**config.mk**
```make
export PLATFORM = sky130hd
export DESIGN_NAME = rgb565_to_rgb888_word_packer
export DESIGN_NICKNAME = d
export VERILOG_FILES = /design/src/hdl/rgbwp_pkg.sv /design/src/hdl/rgbwp_front.sv /design/src/hdl/rgbwp_queue.sv /design/src/hdl/rgbwp_back.sv /design/src/hdl/rgb565_to_rgb888_word_packer.sv
export SDC_FILE = /design/constraint.sdc
export NUM_CORES = 1
export LEC_CHECK = 0
export BUFFER_PORTS_ARGS = -buffer_cell sky130_fd_sc_hd__buf_2
export CAP_MARGIN = 25
export CORE_MARGIN = 8
export CORE_UTILIZATION = 35
export DETAILED_ROUTE_END_ITERATION = 10
export GPL_TIMING_DRIVEN = 0
export PLACE_DENSITY = 0.56
export SLEW_MARGIN = 20
export SYNTH_ARGS = -nofsm -noshare
export SYNTH_HDL_FRONTEND = slang
export SYNTH_SLANG_ARGS = --single-unit
```
**constraint.sdc**
```tcl
create_clock -name clock -period 2 [get_ports clock]
set_input_delay 0.1 -clock clock [delete_from_list [all_inputs] [get_ports clock]]
set_output_delay 0.1 -clock clock [all_outputs]
set_load 0.05 [all_outputs]
```
**src/hdl/rgbwp_pkg.sv**
```systemverilog
// Shared types and constants of the RGB565 to RGB888 word packer.
// No dependencies; used by every module of the block.
package rgbwp_pkg;

   // RGB565 channel masks
   localparam logic [15:0] MASK_RED   = 16'hF800;
   localparam logic [15:0] MASK_GREEN = 16'h07E0;
   localparam logic [15:0] MASK_BLUE  = 16'h001F;

   // Configuration register indexes
   localparam int CSR_INDEX_W = 1;
   localparam int CSR_DATA_W  = 1;
   localparam logic [CSR_INDEX_W-1:0] CSR_PACK_MODE     = 1'd0;
   localparam logic [CSR_INDEX_W-1:0] CSR_CHANNEL_ORDER = 1'd1;

   // Register values
   localparam logic MODE_PACKED = 1'b0;
   localparam logic MODE_WIDE   = 1'b1;
   localparam logic ORDER_RED_HIGH  = 1'b0;
   localparam logic ORDER_BLUE_HIGH = 1'b1;

   // Queue between the front and back parts
   localparam int QUEUE_DEPTH = 2;
   localparam int QPTR_W      = (QUEUE_DEPTH > 1) ? $clog2(QUEUE_DEPTH) : 1;
   localparam int QCNT_W      = $clog2(QUEUE_DEPTH + 1);

   // One pixel's worth of bus words: one or two words, last flag on the final one
   typedef struct packed {
      logic [15:0] word0;
      logic [15:0] word1;
      logic        two;
      logic        last;
   } job_type;

   typedef struct packed {
      logic full;
      logic empty;
   } queue_status_type;

endpackage

```
**src/hdl/rgbwp_front.sv**
```systemverilog
// Front part: configuration registers, pixel widening and packing state.
// Turns each accepted pixel into a job for the queue. Depends on rgbwp_pkg.
module rgbwp_front
   import rgbwp_pkg::*;
(
   input  logic                   clock,
   input  logic                   reset,
   input  logic                   csr_write_enable,
   input  logic [CSR_INDEX_W-1:0] csr_index,
   input  logic [CSR_DATA_W-1:0]  csr_write_data,
   input  logic                   req_valid,
   input  logic [15:0]            req_pixel,
   input  logic                   req_run_end,
   input  queue_status_type       queue_status,
   output logic                   push,
   output job_type                push_job
);

   logic       pack_mode_ff, pack_mode_in;
   logic       channel_order_ff, channel_order_in;
   logic       odd_phase_ff, odd_phase_in;
   logic [7:0] held_byte_ff, held_byte_in;

   logic [15:0] red_masked, green_masked, blue_masked;
   logic [7:0]  red8, green8, blue8, hi_byte, mid_byte, lo_byte;

   assign push = req_valid && !queue_status.full;

   // Widen each channel by a left shift with zero fill
   assign red_masked   = req_pixel & MASK_RED;
   assign green_masked = req_pixel & MASK_GREEN;
   assign blue_masked  = req_pixel & MASK_BLUE;
   assign red8   = red_masked[15:8];
   assign green8 = green_masked[10:3];
   assign blue8  = {blue_masked[4:0], 3'b000};

   assign hi_byte  = (channel_order_ff == ORDER_BLUE_HIGH) ? blue8 : red8;
   assign mid_byte = green8;
   assign lo_byte  = (channel_order_ff == ORDER_BLUE_HIGH) ? red8 : blue8;

   always_comb begin
      pack_mode_in     = pack_mode_ff;
      channel_order_in = channel_order_ff;
      if (csr_write_enable) begin
         case (csr_index)
            CSR_PACK_MODE:     pack_mode_in     = csr_write_data[0];
            CSR_CHANNEL_ORDER: channel_order_in = csr_write_data[0];
            default: ;
         endcase
      end
   end

   always_comb begin
      odd_phase_in = odd_phase_ff;
      held_byte_in = held_byte_ff;
      push_job     = '0;
      push_job.last = req_run_end;
      if (pack_mode_ff == MODE_WIDE) begin
         push_job.word0 = {mid_byte, lo_byte};
         push_job.word1 = {8'h00, hi_byte};
         push_job.two   = 1'b1;
         if (req_run_end) begin
            odd_phase_in = 1'b0;
         end
      end else if (!odd_phase_ff) begin
         // Even pixel: hold the low byte, flush it at once on a run end
         push_job.word0 = {hi_byte, mid_byte};
         push_job.word1 = {lo_byte, 8'h00};
         push_job.two   = req_run_end;
         held_byte_in   = lo_byte;
         odd_phase_in   = !req_run_end;
      end else begin
         push_job.word0 = {held_byte_ff, hi_byte};
         push_job.word1 = {mid_byte, lo_byte};
         push_job.two   = 1'b1;
         odd_phase_in   = 1'b0;
      end
   end

   always_ff @(posedge clock) begin
      if (reset) begin
         pack_mode_ff     <= MODE_PACKED;
         channel_order_ff <= ORDER_RED_HIGH;
         odd_phase_ff     <= 1'b0;
         held_byte_ff     <= 8'h00;
      end else begin
         pack_mode_ff     <= pack_mode_in;
         channel_order_ff <= channel_order_in;
         if (push) begin
            odd_phase_ff <= odd_phase_in;
            held_byte_ff <= held_byte_in;
         end
      end
   end

endmodule

```
**src/hdl/rgbwp_queue.sv**
```systemverilog
// Short job queue between the front and back parts.
// Register-based, one push and one pop per cycle. Depends on rgbwp_pkg.
module rgbwp_queue
   import rgbwp_pkg::*;
(
   input  logic             clock,
   input  logic             reset,
   input  logic             push,
   input  job_type          push_job,
   input  logic             pop,
   output job_type          head_job,
   output queue_status_type queue_status
);

   job_type             queue_mem [QUEUE_DEPTH];
   logic [QPTR_W-1:0]   wr_ptr_ff, wr_ptr_in;
   logic [QPTR_W-1:0]   rd_ptr_ff, rd_ptr_in;
   logic [QCNT_W-1:0]   count_ff, count_in;

   function automatic logic [QPTR_W-1:0] next_ptr(input logic [QPTR_W-1:0] ptr);
      logic [QPTR_W-1:0] result;
      if (ptr == QPTR_W'(QUEUE_DEPTH - 1)) begin
         result = '0;
      end else begin
         result = ptr + QPTR_W'(1);
      end
      return result;
   endfunction

   assign queue_status.full  = (count_ff == QCNT_W'(QUEUE_DEPTH));
   assign queue_status.empty = (count_ff == '0);
   assign head_job = queue_mem[rd_ptr_ff];

   always_comb begin
      wr_ptr_in = push ? next_ptr(wr_ptr_ff) : wr_ptr_ff;
      rd_ptr_in = pop ? next_ptr(rd_ptr_ff) : rd_ptr_ff;
      count_in  = count_ff;
      if (push && !pop) begin
         count_in = count_ff + QCNT_W'(1);
      end else if (pop && !push) begin
         count_in = count_ff - QCNT_W'(1);
      end
   end

   always_ff @(posedge clock) begin
      if (reset) begin
         wr_ptr_ff <= '0;
         rd_ptr_ff <= '0;
         count_ff  <= '0;
      end else begin
         wr_ptr_ff <= wr_ptr_in;
         rd_ptr_ff <= rd_ptr_in;
         count_ff  <= count_in;
      end
   end

   always_ff @(posedge clock) begin
      if (push) begin
         queue_mem[wr_ptr_ff] <= push_job;
      end
   end

`ifndef SYNTHESIS
   a_count_bound : assert property (@(posedge clock) disable iff (reset)
      count_ff <= QCNT_W'(QUEUE_DEPTH))
      else $error("queue count beyond depth");

   a_no_push_full : assert property (@(posedge clock) disable iff (reset)
      queue_status.full |-> !push)
      else $error("push into full queue");

   a_no_pop_empty : assert property (@(posedge clock) disable iff (reset)
      queue_status.empty |-> !pop)
      else $error("pop from empty queue");

   a_count_track : assert property (@(posedge clock) disable iff (reset)
      (push && !pop) |=> (count_ff == $past(count_ff) + QCNT_W'(1)))
      else $error("queue count lost a push");
`endif

endmodule

```
**src/hdl/rgbwp_back.sv**
```systemverilog
// Back part: steps through the words of the head job, one word a cycle while
// a job waits and rsp_stall is low, into the result register. Depends on rgbwp_pkg.
module rgbwp_back
   import rgbwp_pkg::*;
(
   input  logic             clock,
   input  logic             reset,
   input  job_type          head_job,
   input  queue_status_type queue_status,
   output logic             pop,
   input  logic             rsp_stall,
   output logic             rsp_valid,
   output logic [15:0]      rsp_bus_word,
   output logic             rsp_word_last
);

   logic        rsp_valid_ff, rsp_valid_in;
   logic [15:0] rsp_bus_word_ff, rsp_bus_word_in;
   logic        rsp_word_last_ff, rsp_word_last_in;
   logic        second_ff, second_in;
   logic        load;
   logic        final_word;

   assign load       = !queue_status.empty && (!rsp_valid_ff || !rsp_stall);
   assign final_word = second_ff || !head_job.two;
   assign pop        = load && final_word;

   always_comb begin
      rsp_valid_in     = rsp_valid_ff;
      rsp_bus_word_in  = rsp_bus_word_ff;
      rsp_word_last_in = rsp_word_last_ff;
      second_in        = second_ff;
      if (load) begin
         rsp_valid_in     = 1'b1;
         rsp_bus_word_in  = second_ff ? head_job.word1 : head_job.word0;
         rsp_word_last_in = final_word && head_job.last;
         second_in        = !final_word;
      end else if (!rsp_stall) begin
         rsp_valid_in = 1'b0;
      end
   end

   always_ff @(posedge clock) begin
      if (reset) begin
         rsp_valid_ff <= 1'b0;
         second_ff    <= 1'b0;
      end else begin
         rsp_valid_ff <= rsp_valid_in;
         second_ff    <= second_in;
      end
      rsp_bus_word_ff  <= rsp_bus_word_in;
      rsp_word_last_ff <= rsp_word_last_in;
   end

   assign rsp_valid     = rsp_valid_ff;
   assign rsp_bus_word  = rsp_bus_word_ff;
   assign rsp_word_last = rsp_word_last_ff;

`ifndef SYNTHESIS
   a_second_has_job : assert property (@(posedge clock) disable iff (reset)
      second_ff |-> !queue_status.empty)
      else $error("second word pending without a job");
`endif

endmodule

```
**src/hdl/rgb565_to_rgb888_word_packer.sv**
```systemverilog
// Top level of the RGB565 to RGB888 word packer for a 16-bit display bus.
// Depends on rgbwp_pkg, rgbwp_front, rgbwp_queue and rgbwp_back.
//
//   port group  direction  handshake            payload
//   req_        in         req_valid/req_stall  req_pixel[15:0], req_run_end
//   rsp_        out        rsp_valid/rsp_stall  rsp_bus_word[15:0], rsp_word_last
//   csr_        in         csr_write_enable     csr_index[0], csr_write_data[0]
//
// Each pixel gives one or two bus words; the output register moves one word
// a cycle while rsp_stall is low: one word for a packed even pixel that is not
// a run end, two words in all other cases.
// A two-entry job queue lets the front accept pixels while words drain.
// Reset is synchronous: clears the mode registers, packing state and queue.
// req_stall rises only while the queue is full; rsp_stall holds the word.
module rgb565_to_rgb888_word_packer
   import rgbwp_pkg::*;
(
   input  logic                   clock,
   input  logic                   reset,
   input  logic                   csr_write_enable,
   input  logic [CSR_INDEX_W-1:0] csr_index,
   input  logic [CSR_DATA_W-1:0]  csr_write_data,
   input  logic                   req_valid,
   output logic                   req_stall,
   input  logic [15:0]            req_pixel,
   input  logic                   req_run_end,
   output logic                   rsp_valid,
   input  logic                   rsp_stall,
   output logic [15:0]            rsp_bus_word,
   output logic                   rsp_word_last
);

   logic             push;
   logic             pop;
   job_type          push_job;
   job_type          head_job;
   queue_status_type queue_status;

   // Stall the pixel side only when no queue slot is free
   assign req_stall = queue_status.full;

   // Front: widen channels, apply channel order, track the held byte
   rgbwp_front u_front (
      .clock            (clock),
      .reset            (reset),
      .csr_write_enable (csr_write_enable),
      .csr_index        (csr_index),
      .csr_write_data   (csr_write_data),
      .req_valid        (req_valid),
      .req_pixel        (req_pixel),
      .req_run_end      (req_run_end),
      .queue_status     (queue_status),
      .push             (push),
      .push_job         (push_job)
   );

   // Decouple front and back
   rgbwp_queue u_queue (
      .clock        (clock),
      .reset        (reset),
      .push         (push),
      .push_job     (push_job),
      .pop          (pop),
      .head_job     (head_job),
      .queue_status (queue_status)
   );

   // Back: emit the job's words in order, flag the run's final word
   rgbwp_back u_back (
      .clock         (clock),
      .reset         (reset),
      .head_job      (head_job),
      .queue_status  (queue_status),
      .pop           (pop),
      .rsp_stall     (rsp_stall),
      .rsp_valid     (rsp_valid),
      .rsp_bus_word  (rsp_bus_word),
      .rsp_word_last (rsp_word_last)
   );

endmodule
```
=== After elaboration in Yosys (flattened, before gate mapping) ===
Memory sizes are Yosys's and may differ from the RTL's. A register that Yosys moved wholly into a read port is not among the register bits.
Cells that the tools add are included.
Widths: inputs -> output; s select.

* Add/subtract/negate cells: 4
* Bitwise gates (word level): 3
* Muxes and demuxes: 18
* Equal/unequal tests: 3
* Reductions and logical operators: 23

{| class="wikitable"
|+ Operators with widths
! cell !! number
|-
| $mux 33 || 2
|-
| $mux 16 || 1
|-
| $mux 8 || 2
|-
| $mux 1 || 11
|-
| $logic_not 1->1 || 9
|-
| $logic_and 1x1->1 || 6
|-
| $reduce_and 2->1 || 3
|-
| $mux 2 || 2
|-
| $not 1->1 || 3
|-
| $reduce_and 3->1 || 1
|-
| $add 1x1->1 const B || 2
|-
| $add 2x1->2 const B || 1
|-
| $eq 2x2->1 const B || 1
|-
| $logic_not 2->1 || 1
|-
| $logic_or 1x1->1 || 2
|-
| $ne 2x1->1 const B || 1
|-
| $ne 2x2->1 const B || 1
|-
| $reduce_bool 2->1 || 1
|-
| $sub 2x1->2 const B || 1
|}

* Bits in registers: 34
* Memories: 1
* RAM bits: 68
* Output and inout port bits: 19

{| class="wikitable"
|+ Memory list
! memory !! depth !! width !! rd ports !! clocked after memory_dff !! wr ports !! RTL line !! text
|-
| u_queue.queue_mem || 2 || 34 || 1 || 1 || 1 || rgbwp_queue.sv:15 || <nowiki>job_type queue_mem [QUEUE_DEPTH];</nowiki>
|}

=== Depth between registers and ports, before layout ===
Gate-level depths: netlist of the first run.

* Depth in word-level cells: 7
* Gate-level depth with buffers: 7
* Mapped depth without buffers: 7

=== Modules after synthesis ===
Synthesis of the first run repeated with hierarchy kept, for this count alone.

* Cell total of the unflattened synthesis: 295
* Area, all modules: 4401.7 um^2

{| class="wikitable"
|+ Modules (own cells, without submodules)
! module !! times used !! area an instance (um^2) !! cells an instance !! seq. area each (um^2)
|-
| rgbwp_queue || 1 || 2660.1 || 128 || 2142.1
|-
| rgbwp_front || 1 || 933.4 || 121 || 160.2
|-
| rgbwp_back || 1 || 808.3 || 46 || 550.5
|}

=== Worst setup path before layout of the first run ===
OpenSTA, ideal clock, no wires.

* Kind: register to register
* From: reg u_queue.count_ff[0]
* To: mem u_queue.queue_mem[0][0] (netlist name), enable pin
* Setup slack: -108 ps
* Arrival: 1728 ps
* Stages on the path, launching flop included: 5
* Cells stage by stage: dfxtp_1 nand2b_2 inv_1 or3_1 inv_1

* Longest elaborated chain between the ends: 5

{| class="wikitable"
|+ Ends and longest elaborated chain
! item !! RTL line !! text
|-
| from (decl) || rgbwp_queue.sv:18 || <nowiki>logic [QCNT_W-1:0] count_ff, count_in;</nowiki>
|-
| from (signal assigned) || rgbwp_queue.sv:53 || <nowiki>count_ff <= count_in;</nowiki>
|-
| $eq 2x2->1 || rgbwp_queue.sv:30 || <nowiki>assign queue_status.full = (count_ff == QCNT_W'(QUEUE_DEPTH));</nowiki>
|-
| via req_stall || rgb565_to_rgb888_word_packer.sv:24 || <nowiki>output logic req_stall,</nowiki>
|-
| $logic_not 1->1 || rgbwp_front.sv:27 || <nowiki>assign push = req_valid && !queue_status.full;</nowiki>
|-
| $logic_and 1x1->1 || rgbwp_front.sv:27 ||
|-
| $mux 1 || rgbwp_queue.sv:58 || <nowiki>if (push) begin</nowiki>
|-
| $mux 1 (implied by the code) || rgbwp_queue.sv:59 || <nowiki>queue_mem[wr_ptr_ff] <= push_job;</nowiki>
|-
| to (decl) || rgbwp_queue.sv:15 ||
|}

The timed path passes the listed nets, and every way through them passes these cells.

=== Final worst setup path of the first run ===
* From: reg u_queue.count_ff[0]
* To: reg u_queue.count_ff[1]

* Elaborated cells on any way between the ends: 16
* Those cells by class: add/sub (2); eq/ne (1); mux (2); reduce/logical (11)

{| class="wikitable"
|+ RTL lines
! item !! RTL line !! text
|-
| $eq 2x2->1 (*) || rgbwp_queue.sv:30 ||
|-
| $logic_not 1->1 (*) || rgbwp_front.sv:27 ||
|-
| $logic_and 1x1->1 (*) || rgbwp_front.sv:27 ||
|-
| via push || rgb565_to_rgb888_word_packer.sv:33 || <nowiki>logic push;</nowiki>
|-
| $logic_not 1->1 || rgbwp_queue.sv:40 || <nowiki>end else if (pop && !push) begin</nowiki>
|-
| $logic_and 1x1->1 || rgbwp_queue.sv:40 ||
|-
| $reduce_bool 2->1 (no source line) || n/a ||
|}

The timed path passes the listed nets; every way through them passes the cells marked *. The select of a mux whose other input is x is not followed.
A chain may end at the register's enable or synchronous reset.

==> summary.txt, run 1 <==
Run status
  – Status: completed

Route
  – Routed WL: 7190 um
  – Routed Antenna Nets: 0
  – DRC Markers: 0
  – DRT iter0 DRCs: 164
  – Via density: 4.81
  – Drt pass-1 iters: 5
  – Routed wire length per instance: 16.9 um
  – Via count: 2,045

Run
  – Max_cap viols: 0

Floorplanning
  – Ports: 43
  – Die ar.: 0.0130 mm2
  – Die Y: 114 um
  – Initial core utilization: 36.2%
  – Placement Rows: 35
  – Die width: 114 um
  – Core ar.: 0.00928 mm2

Synthesis
  – Most common cell in the netlist: edfxtp_1
  – Async SR Flop Fraction: 0%
  – Avg Inst Size Synth: 14.6 um2
  – Post-Syn Area: 0.00336 mm2
  – Main area contributors after synthesis: edfxtp_1 (56%), dfxtp_1 (8.9%), mux4_2 (7.4%)
  – Sequential fraction of the synthesis area: 65.2%
  – Post-synth top area share: 56.3%
  – Synth cell types: 33
  – Top cells by count, synth: edfxtp_1 (63), mux2i_1 (20), o21ai_0 (17)
  – Synth area leader: edfxtp_1
  – Synth Register Bits: 78
  – Post-synth EDFFs: 63
  – Ys flop type: edfxtp_1
  – Synth warnings: 0
  – Cells after synthesis: 231

Global route
  – Initial antenna violation count: 0
  – GR Overflow Total: 0
  – Largest net degree at the start of global routing: 26
  – Gr usage total: 11.9%
  – Global-route wire length before repair: 11,600 um
  – Vias in the first global route: 2,147

STA
  – Crit share post-route: 94.8%
  – Fin crit period: 1.90 ns
  – Rel. slew slack: 55.1%
  – Worst-Margin Slew: 0.673 ns
  – Final setup violation count: 0
  – Top achievable clock speed: 528 MHz
  – Worst clock skew: 0.00451 ns
  – Max Slew Vio Count: 0
  – Worst Hold Slack: 0.0225 ns
  – Final hold violation count: 0

Finish
  – Synth-to-Final Area Change: 20.2%
  – Final instance area: 0.00404 mm2
  – Fin util: 43.6%
  – Diode count: 0
  – Final net count: 316
  – Layout Cells excl Fill: 425
  – Fraction of layout cells with a size suffix above 1: 34.5%

Power
  – Leakage Power: 0.00143 uW
  – Power density cells: 1280 mW/mm2
  – IR drop worst, VDD: 0.622 mV

Clocking
  – CTS tree: yes
  – CTS Buf Count: 9
  – Skew-Pair Late Insertion Delay: 0.35 ns
  – CTS Buffer Depth: 2
  – CTS Sinks: 78
  – Htree depth: 3
  – Root buf cell: clkbuf_8
  – Clock-pin slew of the registers on the worst-case setup and hold paths: 0.08 ns

Placement
  – Routability congestion estimate from global placement: 0.740
  – Final HPWL DP: 4760 um
  – I/O Buffers: 38
  – DP Area: 0.00374 mm2
  – Post-placement cell count: 401

Worst setup path
  – Setup CP Type: register to register
  – Setup crit end kind: register
  – Crit path required time: 2.28 ns
  – Critical path arrival: 2.18 ns
  – CP max FO: 7
  – Critical path launch point type: register

Hold path
  – Hold crit path type: primary input to register
-- metal layers --
metal / part of all wire (%) / GRT usage [%] / vias up
li1: - / - / 981
met1: 43 / 14.1 / 998
met2: 49 / 18.9 / 54
met3: 5.5 / 3.86 / 12
met4: 2.3 / 6.30 / 0
met5: 0 / 0 / -
-- power by group --
part / switching, uW / total, uW / leakage (uW) / internal [uW]
clock: 575 / 1020 / 0.0000801 / 446
combinational: 1180 / 1820 / 0.000627 / 640
sequential: 120 / 2340 / 0.000721 / 2220
total: 1880 / 5180 / 0.00143 / 3300
-- worst paths after layout --
path	startpoint	end	slack [ns]	cells past startpoint
worst max-delay path	u_queue.count_ff[0]$_SDFFE_PP0P_	u_queue.count_ff[1]$_SDFFE_PP0P_	0.10	6
worst min-delay path	reset	u_front.held_byte_ff[3]$_SDFFE_PP0P_	0.02	2
worst max register to register	u_queue.count_ff[0]$_SDFFE_PP0P_	u_queue.count_ff[1]$_SDFFE_PP0P_	0.10	6
worst min register to register	u_queue.wr_ptr_ff$_SDFFE_PP0P_	u_queue.wr_ptr_ff$_SDFFE_PP0P_	0.51	2
-- worst max-delay path, cell delays in order, from the launching register on --
cell	delay [ns]
dfxtp_1	0.44
nand2b_4	0.23
clkinvlp_4	0.16
nor2_4	0.22
ha_1	0.30
or3_1	0.35
a21oi_1	0.13
-- kinds of logic after synthesis --
family / count (synthesis) / synth area share (%)
buf+inv: 25 / 3.72
other cells: 1 / 0.112
xor+xnor: 2 / 0.521
flops: 78 / 65.2
simple gates: 46 / 6.40
fa+ha+maj: 1 / 0.372
compound gates: 35 / 6.36
mux: 43 / 17.3
-- stage by stage --
stage | total power, uW | TNS [ns] | setup WS [ns]
5_1_grt | 5450 | -0.0149 | -0.0149
3_3_place_gp | 4050 | -6.38 | -0.366
6_report | 5180 | 0 | 0.104
3_5_place_dp | 4070 | -2.54 | -0.371
4_1_cts | 5140 | -0.0115 | -0.00213
2_1_floorplan | 3650 | 0 | 0.00576
-- area by class of cell --
type                       instances  area [um2]
buffer                            15        90.1
clock buffer                      10         128
clock inverter                     6        37.5
fill                             907        5240
inverter                          10        48.8
multi-input combinational        131        1090
sequential                        78        2190
tap                              129         161
timing repair buffer              45         288
timing repair inverter             1        7.51
-- sequential cells by signal (all words and copies together), names as in the netlist, named ones only --
| signal | count |
|---|---|
| u_queue.wr_ptr_ff | 1 |
| u_front.channel_order_ff | 1 |
| u_queue.count_ff | 2 |
| u_front.held_byte_ff | 5 |
| u_queue.rd_ptr_ff | 1 |
| u_front.odd_phase_ff | 1 |
| u_back.rsp_word_last | 1 |
| u_back.second_ff | 1 |
| u_back.rsp_valid | 1 |
| u_front.pack_mode_ff | 1 |
| u_back.rsp_bus_word | 12 |
| u_queue.queue_mem | 50 |
-- timing repair --
item,in CTS,in global routing
endpoints found under the setup margin,27,26
gates cloned,1,0
gates resized for setup,3,5
setup buffers,1,3
hold buffers,3,0
endpoints found under the hold margin,5,0
-- placed cells by master, fill, tap and decap left out, types with 4 or more instances in the layout --
cell and instances:
buf_4 6, dfxtp_1 14, a311oi_1 5, mux2i_1 19, nand2_1 16, mux4_2 11
buf_2 41, clkbuf_1 6, clkinvlp_4 6, clkbuf_8 9, nor2_1 14, a31oi_1 5
conb_1 4, o21ai_0 17, inv_1 7, edfxtp_1 63, mux2_2 12
No activity file was read; power rests on OpenSTA's default activity.
==> run 2: changes to the inputs <==
MAX_ROUTING_LAYER = met4   (was default)
==> summary.txt, run 2 (same netlist as run 1, synthesis figures left out) <==
Run status
  – Status: completed

Clocking
  – CTS Sinks: 78
  – Skew-Pair Late Insertion Delay: 0.35 ns
  – Htree depth: 3
  – CTS tree: yes
  – Clock-pin slew of the registers on the worst-case setup and hold paths: 0.08 ns
  – CTS Buffer Depth: 2
  – CTS Buf Count: 9
  – Root buf cell: clkbuf_8

Worst setup path
  – CP max FO: 5
  – Setup crit end kind: register
  – Worst-path cell chain: clkbuf_4 > mux2i_4 > o21ai_1 > ha_1 > or3_1 > a21oi_1
  – CP endpoint: u_queue.count_ff[1]$_SDFFE_PP0P_
  – Critical path launch point type: register
  – R2R Path End: u_queue.count_ff[1]$_SDFFE_PP0P_
  – Slowest stage delay, CP: 0.35 ns
  – CP max-delay cell: or3_1
  – Critical path arrival: 2.15 ns
  – Crit path required time: 2.29 ns
  – R2R cell count: 6
  – Setup CP Type: register to register
  – R2R Setup Slk: 0.13 ns

STA
  – Final setup violation count: 0
  – Rel. slew slack: 53.8%
  – Final hold violation count: 0
  – Fin crit period: 1.87 ns
  – Crit share post-route: 93.3%
  – Top achievable clock speed: 536 MHz
  – Worst-Margin Slew: 0.692 ns
  – Worst clock skew: 0.00587 ns
  – Max Slew Vio Count: 0

Route
  – Routed WL: 7210 um
  – Drt pass-1 iters: 5
  – Routed wire length per instance: 17.0 um
  – Routed Antenna Nets: 0
  – Via density: 4.88
  – DRT iter0 DRCs: 113
  – DRC Markers: 0
  – Via count: 2,071

Floorplanning
  – Placement Rows: 35
  – Ports: 43
  – Core ar.: 0.00928 mm2
  – Die width: 114 um
  – Die ar.: 0.0130 mm2
  – Initial core utilization: 36.2%
  – Die Y: 114 um

Finish
  – Max reg flops: 50
  – Most frequent cells in the layout: edfxtp_1 (63), buf_2 (41), mux2i_1 (19)
  – Diode count: 0
  – Final net count: 315
  – Synth-to-Final Area Change: 19.6%
  – Fraction of layout cells with a size suffix above 1: 34.2%
  – Largest Register: u_queue.queue_mem
  – Commonest non-fill, non-tap cell in the layout: edfxtp_1
  – Fillers: 909
  – Fin util: 43.3%

Global route
  – Global-route wire length before repair: 11,500 um
  – Initial antenna violation count: 0
  – Largest net degree at the start of global routing: 26
  – Gr usage total: 12.2%
  – GR Overflow Total: 0
  – Vias in the first global route: 2,158

Power
  – Int Pwr: 3280 uW
  – Power density cells: 1280 mW/mm2
  – Pwr Total: 5160 uW
  – IR drop worst, VDD: 0.622 mV
  – Comb pwr share: 34.9%
  – P_sw: 1880 uW
  – Switch share: 36.4%
  – Clock power frac: 19.9%
  – Sequential share of power: 45.3%
  – Leakage Power: 0.00142 uW

Placement
  – I/O Buffers: 38
  – Routability congestion estimate from global placement: 0.749
  – Final HPWL DP: 4760 um

Hold path
  – Hold crit path type: primary input to register

Run
  – Max_cap viols: 0
## run 2: routing by layer
metal | vias up | track usage [%] | wire (um)
met5 | - | - | 0
met4 | 0 | 6.30 | 197
met3 | 15 | 3.22 | 322
met2 | 54 | 19.0 | 3430
met1 | 1022 | 14.4 | 3260
li1 | 980 | - | -
## run 2: worst min path at each step
stage / startpoint / endpoint / depth (start not counted)
floorplan: reset / u_front.held_byte_ff[3]$_SDFFE_PP0P_ / 1
global placement: req_run_end / u_queue.queue_mem[0][0]$_DFFE_PP_ / 1
detailed placement: req_run_end / u_queue.queue_mem[1][0]$_DFFE_PP_ / 1
CTS: reset / u_front.held_byte_ff[7]$_SDFFE_PP0P_ / 2
global route: reset / u_front.held_byte_ff[7]$_SDFFE_PP0P_ / 2
finish: reset / u_front.held_byte_ff[7]$_SDFFE_PP0P_ / 2
## run 2: cell type report
type,count,area [um2],share of cell area [%]
Buffer,15,90.1,2.24
Multi-Input combinational cell,131,1090,27.1
Clock buffer,10,128,3.17
Inverter,10,48.8,1.21
Sequential cell,78,2190,54.5
Tap cell,129,161,4.01
Timing Repair Buffer,44,268,6.65
Timing Repair inverter,1,7.51,0.187
Clock inverter,6,37.5,0.933
## run 2: per-stage QoR
| step | std cells | cell area (um2) | TNS [ns] | hold WS, ns | worst slack (ns) |
|---|---|---|---|---|---|
| floorplan | 234 | 3390 | 0 | 0.172 | 0.00576 |
| global placement | 401 | 3740 | -6.38 | 0.335 | -0.366 |
| global route | 424 | 4020 | -0.00558 | 0.0205 | -0.00558 |
| CTS | 422 | 3960 | -0.0115 | 0.0177 | -0.00213 |
| detailed placement | 401 | 3740 | -2.54 | 0.336 | -0.371 |
| finish | 424 | 4020 | 0 | 0.0169 | 0.133 |
## run 2: power by group through the flow
stage	Sequential (uW)	Clock (uW)	Combinational [uW]
after detailed placement	2370	0	1690
final	2340	1020	1800
after global placement	2360	0	1680
after global routing	2370	1120	1930
after CTS	2330	1060	1750
after floorplan	2810	0	832
## run 2: timing repair
item | in CTS | in global routing
gates cloned | 1 | 0
endpoints found under the setup margin | 27 | 26
resized for setup | 3 | 5
setup buffers | 1 | 2
hold buffers | 3 | 0
endpoints found under the hold margin | 5 | 0
## run 2: critical path: cells and delay by family (launching register included)
kind | cells | cell delay [ns]
AO/OA/AOI/OAI | 2 | 0.43
buffers and inverters | 1 | 0.18
adder cells (fa/ha/maj) | 1 | 0.33
AND/OR/NAND/NOR | 1 | 0.35
multiplexers | 1 | 0.20
flip-flops | 1 | 0.31
